`config.mk`:
```
export PLATFORM = sky130hd
export DESIGN_NAME = rpp_cell
export DESIGN_NICKNAME = d
export VERILOG_FILES = /design/src/hdl/rpp_pkg.sv /design/src/hdl/rpp_cell.sv
export SDC_FILE = /design/constraint.sdc
export NUM_CORES = 1
export LEC_CHECK = 0
export ABC_AREA = 1
export BUFFER_PORTS_ARGS = -buffer_cell sky130_fd_sc_hd__buf_2
export CAP_MARGIN = 30
export CORE_ASPECT_RATIO = 1.5
export CORE_MARGIN = 3
export CORE_UTILIZATION = 47
export DETAILED_ROUTE_END_ITERATION = 16
export PLACE_DENSITY = 0.73
export REMOVE_ABC_BUFFERS = 1
export SLEW_MARGIN = 10
export SYNTH_ARGS = -nofsm -noshare
export SYNTH_HDL_FRONTEND = slang
export SYNTH_SLANG_ARGS = --single-unit
export TNS_END_PERCENT = 30
```
`constraint.sdc`:
```
create_clock -name clk -period 23.9 [get_ports clk]
set_input_delay 2.39 -clock clk [delete_from_list [all_inputs] [get_ports clk]]
set_output_delay 2.39 -clock clk [all_outputs]
set_load 0.005 [all_outputs]
```
`src/hdl/rpp_pkg.sv`:
```
// Shared constants and the arctangent table for the point rotation block.
// No dependencies; used by rpp_cell, rpp_post and the top level.
package rpp_pkg;

	localparam int ANGLE_W   = 16;  // input binary angle
	localparam int ATAN_LEN  = 24;  // entries in the arctangent table
	localparam int XY_W      = 34;  // CORDIC vector, Q1.30 plus headroom
	localparam int Z_W       = 34;  // residual angle, 2^32 = 2*pi
	localparam int Z_SHIFT   = 16;  // input angle to CORDIC angle units
	localparam int TRIG_W    = 28;  // cos/sin after rounding to Q.24
	localparam int TRIG_SH   = 6;   // Q1.30 -> Q.24
	localparam int TRIG_RND  = 32;
	localparam int OUT_SH    = 24;  // product scale back to Q.4

	localparam logic signed [XY_W-1:0] GAIN_Q30 = 34'sd652032874;

	// atan(2^-i), truncated, in units where 2^32 is a full turn
	function automatic logic [31:0] atan_lut(input int idx);
		logic [31:0] v;
		case (idx)
			0:  v = 32'h20000000;
			1:  v = 32'h12E4051E;
			2:  v = 32'h09FB385B;
			3:  v = 32'h051111D4;
			4:  v = 32'h028B0D43;
			5:  v = 32'h0145D7E1;
			6:  v = 32'h00A2F61E;
			7:  v = 32'h00517C55;
			8:  v = 32'h0028BE53;
			9:  v = 32'h00145F2F;
			10: v = 32'h000A2F98;
			11: v = 32'h000517CC;
			12: v = 32'h00028BE6;
			13: v = 32'h000145F3;
			14: v = 32'h0000A2F9;
			15: v = 32'h0000517C;
			16: v = 32'h000028BE;
			17: v = 32'h0000145F;
			18: v = 32'h00000A2F;
			19: v = 32'h00000517;
			20: v = 32'h0000028B;
			21: v = 32'h00000145;
			22: v = 32'h000000A2;
			23: v = 32'h00000051;
			default: v = 32'h0;
		endcase
		return v;
	endfunction

endpackage

```
`src/hdl/rpp_cell.sv`:
```
// One CORDIC micro-rotation cell with its own pipeline register and handshake.
// Depends on rpp_pkg; side data (offsets, pivot, flip) rides along untouched.
module rpp_cell
	import rpp_pkg::*;
#(
	parameter int STEP   = 0,
	parameter int SIDE_W = 67
) (
	input  logic                    clk,
	input  logic                    arst_n,
	input  logic                    in_valid,
	output logic                    in_ready,
	input  logic signed [XY_W-1:0]  x_in,
	input  logic signed [XY_W-1:0]  y_in,
	input  logic signed [Z_W-1:0]   z_in,
	input  logic [SIDE_W-1:0]       side_in,
	output logic                    out_valid,
	input  logic                    out_ready,
	output logic signed [XY_W-1:0]  x_out,
	output logic signed [XY_W-1:0]  y_out,
	output logic signed [Z_W-1:0]   z_out,
	output logic [SIDE_W-1:0]       side_out
);

	localparam logic signed [Z_W-1:0] ATAN_STEP = signed'(Z_W'(atan_lut(STEP)));

	logic                   valid_q;
	logic signed [XY_W-1:0] x_q, y_q, x_sh, y_sh, x_nx, y_nx;
	logic signed [Z_W-1:0]  z_q, z_nx;
	logic [SIDE_W-1:0]      side_q;
	logic                   load;

	assign in_ready = !valid_q || out_ready;
	assign load     = in_valid && in_ready;

	assign x_sh = x_in >>> STEP;
	assign y_sh = y_in >>> STEP;

	always_comb begin
		if (!z_in[Z_W-1]) begin
			x_nx = x_in - y_sh;
			y_nx = y_in + x_sh;
			z_nx = z_in - ATAN_STEP;
		end else begin
			x_nx = x_in + y_sh;
			y_nx = y_in - x_sh;
			z_nx = z_in + ATAN_STEP;
		end
	end

	always_ff @(posedge clk or negedge arst_n) begin
		if (!arst_n) begin
			valid_q <= 1'b0;
		end else if (in_ready) begin
			valid_q <= in_valid;
		end
	end

	always_ff @(posedge clk) begin
		if (load) begin
			x_q    <= x_nx;
			y_q    <= y_nx;
			z_q    <= z_nx;
			side_q <= side_in;
		end
	end

	assign out_valid = valid_q;
	assign x_out     = x_q;
	assign y_out     = y_q;
	assign z_out     = z_q;
	assign side_out  = side_q;

endmodule

```
## Word level (Yosys, flattened, before mapping)

Cells that the tools add are included.

| storage, ports and cells | value |
|---|---|
| output and inout bits | 171 |
| register bits after elaboration | 170 |
| word-level logic and storage cells | 16 |
| input bits | 173 |

| operators by class | value |
|---|---|
| multiplexer cells | 3 |
| reductions and logical operators | 3 |
| $add $sub $neg | 5 |

Operators with widths:

| cell | count |
|---|---|
| $mux 34 | 3 |
| $sub 34x34->34 | 2 |
| $add 34x31->34 const B | 1 |
| $add 34x34->34 | 1 |
| $sub 34x31->34 const B | 1 |
| $logic_and 1x1->1 | 1 |
| $logic_not 1->1 | 1 |
| $logic_or 1x1->1 | 1 |

## Longest topological paths before layout

| depth | value |
|---|---|
| depth in word-level cells | 3 |
| gate-level depth with buffers | 18 |
| depth with buffers taken out | 17 |

## Least setup slack after synthesis

OpenSTA, ideal clock, no wires.

| path | value |
|---|---|
| path type | input port to flip-flop |
| from | input port in_valid |
| to | register side_q[0], in the netlist side_out[0], enable pin |
| required time | 23.149 ns |
| slack | 12.644 ns |
| arrival time | 10.505 ns |
| setup time | 0.751 ns |
| stages on the path | 2 |
| path buffers | 0 |
| path through | inv_1 > a21oi_1 |

| between the ends | value |
|---|---|
| word-level cells in the longest chain between the ends | 1 |

RTL lines:

| item | line | source |
|---|---|---|
| from (decl) | rpp_cell.sv:11 | `input logic in_valid,` |
| $logic_and 1x1->1 | rpp_cell.sv:34 | `assign load = in_valid && in_ready;` |
| named net load | rpp_cell.sv:31 | `logic load;` |
| to (signal assigned) | rpp_cell.sv:64 | `side_q <= side_in;` |
| to (decl) | rpp_cell.sv:30 | `logic [SIDE_W-1:0] side_q;` |

The timed path passes the listed nets, and every way through them passes these cells.
A chain may end at the register's enable or synchronous reset.

## Worst setup path after layout

| path | value |
|---|---|
| from | input port out_ready |
| to | output port in_ready |

| between the ends | value |
|---|---|
| word-level cells in the longest chain between the ends | 1 |

RTL lines:

| item | line | source |
|---|---|---|
| from (decl) | rpp_cell.sv:18 | `input logic out_ready,` |
| $logic_or 1x1->1 | rpp_cell.sv:33 | `assign in_ready = !valid_q \|\| out_ready;` |
| to (decl) | rpp_cell.sv:12 | `output logic in_ready,` |

Every way passes these cells.

==> impl_metrics.py <==
metrics = {
    "critical_path": {
        "crit_path_cell_trace": "buf_2 > inv_1 > nand2_1 > buf_2",
        "arrival_ns": 2.81,
        "worstSetupEndpointType": "output pin",
        "r2r_setup_slack_ns": 21.42,
        "cp_common_cell": "buf_2",
        "reg2reg_depth": 5,
        "critPathLaunch": "out_ready",
        "cpMaxStageDelayCell": "buf_2",
        "cp-start-kind": "primary input",
        "criticalPathCategory": "primary input to output pin",
        "critPathCapture": "in_ready",
        "crit_fanout": 2,
        "cp_data_required_time_ns": 21.51,
        "r2r_start": "out_valid$_DFFE_PN0N_",
        "reg2reg_to": "side_out[58]$_DFFE_PP_",
        "cp_slowest_stage_delay_ns": 0.13,
    },
    "clock_tree": {
        "cts.path.max_buffers": 2,
        "post_cts_buffers": 0,
        "clk_pin_slew_ns": 0.07,
        "cts_sinks": 169,
        "cts_root_buffer": "clkbuf_16",
        "worst_skew_pair.late_latency_ns": 0.45,
        "hold_buffers": 0,
        "h-tree-depth": 4,
        "cts-resized-gates": 0,
        "cts_buffers": 17,
        "cts_tree": "built",
    },
    "drt": {
        "vias_per_cell": 5.42,
        "drt_iter0_markers": 805,
        "drt_pass1_iterations": 7,
        "vias": 12200,
        "wl_per_cell_um": 19.5,
        "wirelength_um": 43800,
        "drc": 0,
        "drtAntennaViolNets": 0,
    },
    "global_routing": {
        "grt_overflow": 0,
        "grt_pass1_wl_um": 65000,
        "grt_pass1_vias": 11900,
        "grt_max_degree": 81,
        "antenna_found_initial": 5,
        "grt_util_all_layers_pct": 29.8,
    },
    "timing": {
        "setup_tns_ns": 0,
        "min_period_over_period_pct": 21.8,
        "rsz0062_at_grt": "false",
        "hold_viol": 0,
        "relSlewSlack_pct": 47.8,
        "worst_pin_slew_ns": 0.783,
        "setup_viol_count_final": 0,
        "fmax_mhz": 192,
        "fin_crit_ns": 5.20,
        "drv_slew": 0,
        "clock_skew_ns": 0.00862,
    },
    "power": {
        "p_int_uw": 587,
        "p_sw_uw": 298,
        "p_comb_share_pct": 28.4,
        "power_density_nw_per_um2": 59.0,
        "seq_power_share_pct": 40.8,
        "pwr-share-clk_pct": 30.8,
        "leakage_nw": 7.32,
        "swShare_pct": 33.6,
        "ir_drop_uv": 50.1,
    },
    "outcome": {
        "status": "complete, no violations",
    },
    "die": {
        "start_util_pct": 48.1,
        "die_width_um": 139,
        "die_h_um": 206,
        "pin_count": 344,
        "fp-row-count": 72,
        "die_area_um2": 28600,
        "coreArea_um2": 25900,
    },
    "synth": {
        "syn_inst": 1577,
        "ys_async_sr_fraction_pct": 0.592,
        "yosysSeqAreaShare_pct": 40.6,
        "synthSimpleGateAreaFrac_pct": 25.7,
        "synth_area_per_cell_um2": 7.91,
        "synth-compound-area-share_pct": 12.2,
        "synth_ff_type": "edfxtp_1",
        "synth_area_um2": 12500,
        "synth_top_cell_area_share_pct": 40.4,
        "synth.area.top_cells": "edfxtp_1 (40%), nand2_1 (12%), ha_1 (10%)",
        "synth_edf_count": 168,
        "ys_warn_count": 0,
        "synth_largest_area_cell": "edfxtp_1",
        "synth_top_family_by_area": "simple AND/OR/NAND/NOR gates",
        "ys_types": 42,
        "synthMuxAreaShare_pct": 0.0802,
        "ys_ff_latch": 169,
        "synth_xor_area_share_pct": 1.75,
        "yosys.area_share.adder_pct": 11.0,
    },
    "final_layout": {
        "final_util_pct": 57.8,
        "drive_above_1_share_pct": 22.8,
        "syn2layout_area_growth_pct": 20.2,
        "fin_nets": 2180,
    },
    "place": {
        "port_buffers": 343,
        "dpl.hpwl_um": 36500,
        "place_congestion": 1.05,
    },
    "hold_path": {
        "min_path_type": "flop to flop",
        "worstHoldPathCells": 2,
    },
    "flow_run": {
        "maxCapViolCount": 0,
    },
}
## stage by stage
| stage | hold WS, ns | std cells | power [mW] | area (µm²) | setup slack, ns |
|---|---|---|---|---|---|
| final | 0.622 | 2247 | 0.885 | 15000 | 18.70 |
| after global routing | 0.662 | 2246 | 0.930 | 15000 | 18.66 |
| after CTS | 0.629 | 2245 | 0.890 | 15000 | 18.69 |
| after detailed placement | 0.614 | 2213 | 0.615 | 14400 | 18.69 |
| after global placement | 0.582 | 2212 | 0.609 | 14400 | 18.69 |
| after floorplan | 0.528 | 1532 | 0.520 | 12200 | 12.64 |
## power groups by stage
stage	Sequential, mW	Combinational, mW	Clock [mW]
after floorplan	0.376	0.143	0
after global placement	0.367	0.242	0
after detailed placement	0.368	0.247	0
after CTS	0.362	0.249	0.280
after global routing	0.363	0.276	0.291
final	0.361	0.252	0.272
## worst min path at each step
stage,start,end,slack [ns]
2_1_floorplan,out_valid$_DFFE_PN0N_,out_valid$_DFFE_PN0N_,0.53
3_3_place_gp,out_valid$_DFFE_PN0N_,out_valid$_DFFE_PN0N_,0.58
3_5_place_dp,out_valid$_DFFE_PN0N_,out_valid$_DFFE_PN0N_,0.61
4_1_cts,out_valid$_DFFE_PN0N_,out_valid$_DFFE_PN0N_,0.63
5_1_grt,out_valid$_DFFE_PN0N_,out_valid$_DFFE_PN0N_,0.66
6_report,out_valid$_DFFE_PN0N_,out_valid$_DFFE_PN0N_,0.62
## layout by cell type, fill, tap and decap left out, types with 8 or more instances in the layout
cell         n
o21ai_0     78
inv_1      200
a21oi_1    125
a21o_1      16
nand2_1    391
nor3_1      15
o21ai_1     21
o211ai_1     8
nor2_1     135
nand4_1     13
buf_2      343
clkbuf_16   17
nand2_2     12
ha_1       103
inv_2        8
nand3_1    142
nor2_2       9
xor2_1      25
edfxtp_1   168
## worst max-delay path, delay by kind of cell
| family | cells | cell delay [ns] |
|---|---|---|
| buffers and inverters | 3 | 0.33 |
| AND/OR/NAND/NOR | 1 | 0.09 |
## cell type report
class,instances,area [µm²]
Fill cell,2446,11000
Multi-Input combinational cell,1155,6340
Sequential cell,169,5070
Timing Repair Buffer,349,1800
Inverter,208,781
Clock buffer,17,425
Tap cell,333,417
Clock inverter,15,155
Antenna cell,1,2.50
## flip-flops by register name (all words and copies together) (netlist names)
register and cells:
side_out 67, y_out 34, z_out 34, x_out 33, out_valid 1
## logic make-up after synthesis
kind of cell,Yosys count
xor+xnor,25
buf+inv,253
compound gates,278
fa+ha+maj,107
flops,169
mux,1
simple gates,744
## Yosys cell counts, types with 8 or more instances
cell type	instances
o211ai_1	8
nand4_1	13
inv_1	200
o21ai_0	78
xor2_1	25
edfxtp_1	168
nand2_2	12
a21o_1	16
o21ai_1	21
buf_4	22
nor2_1	135
nor3_1	15
nor2_2	9
nand3_1	142
a21oi_1	126
ha_1	103
buf_2	13
nand2_1	391
## per-layer routing
layer | vias to the layer above | global-route usage, % | wire length, µm
met2 | 585 | 56.2 | 23000
met3 | 149 | 6.81 | 3090
li1 | 5883 | - | -
met1 | 5564 | 29.6 | 15000
met4 | 6 | 17.3 | 2710
met5 | - | 0 | 39
Note: power is estimated with default switching activity, not from simulation.
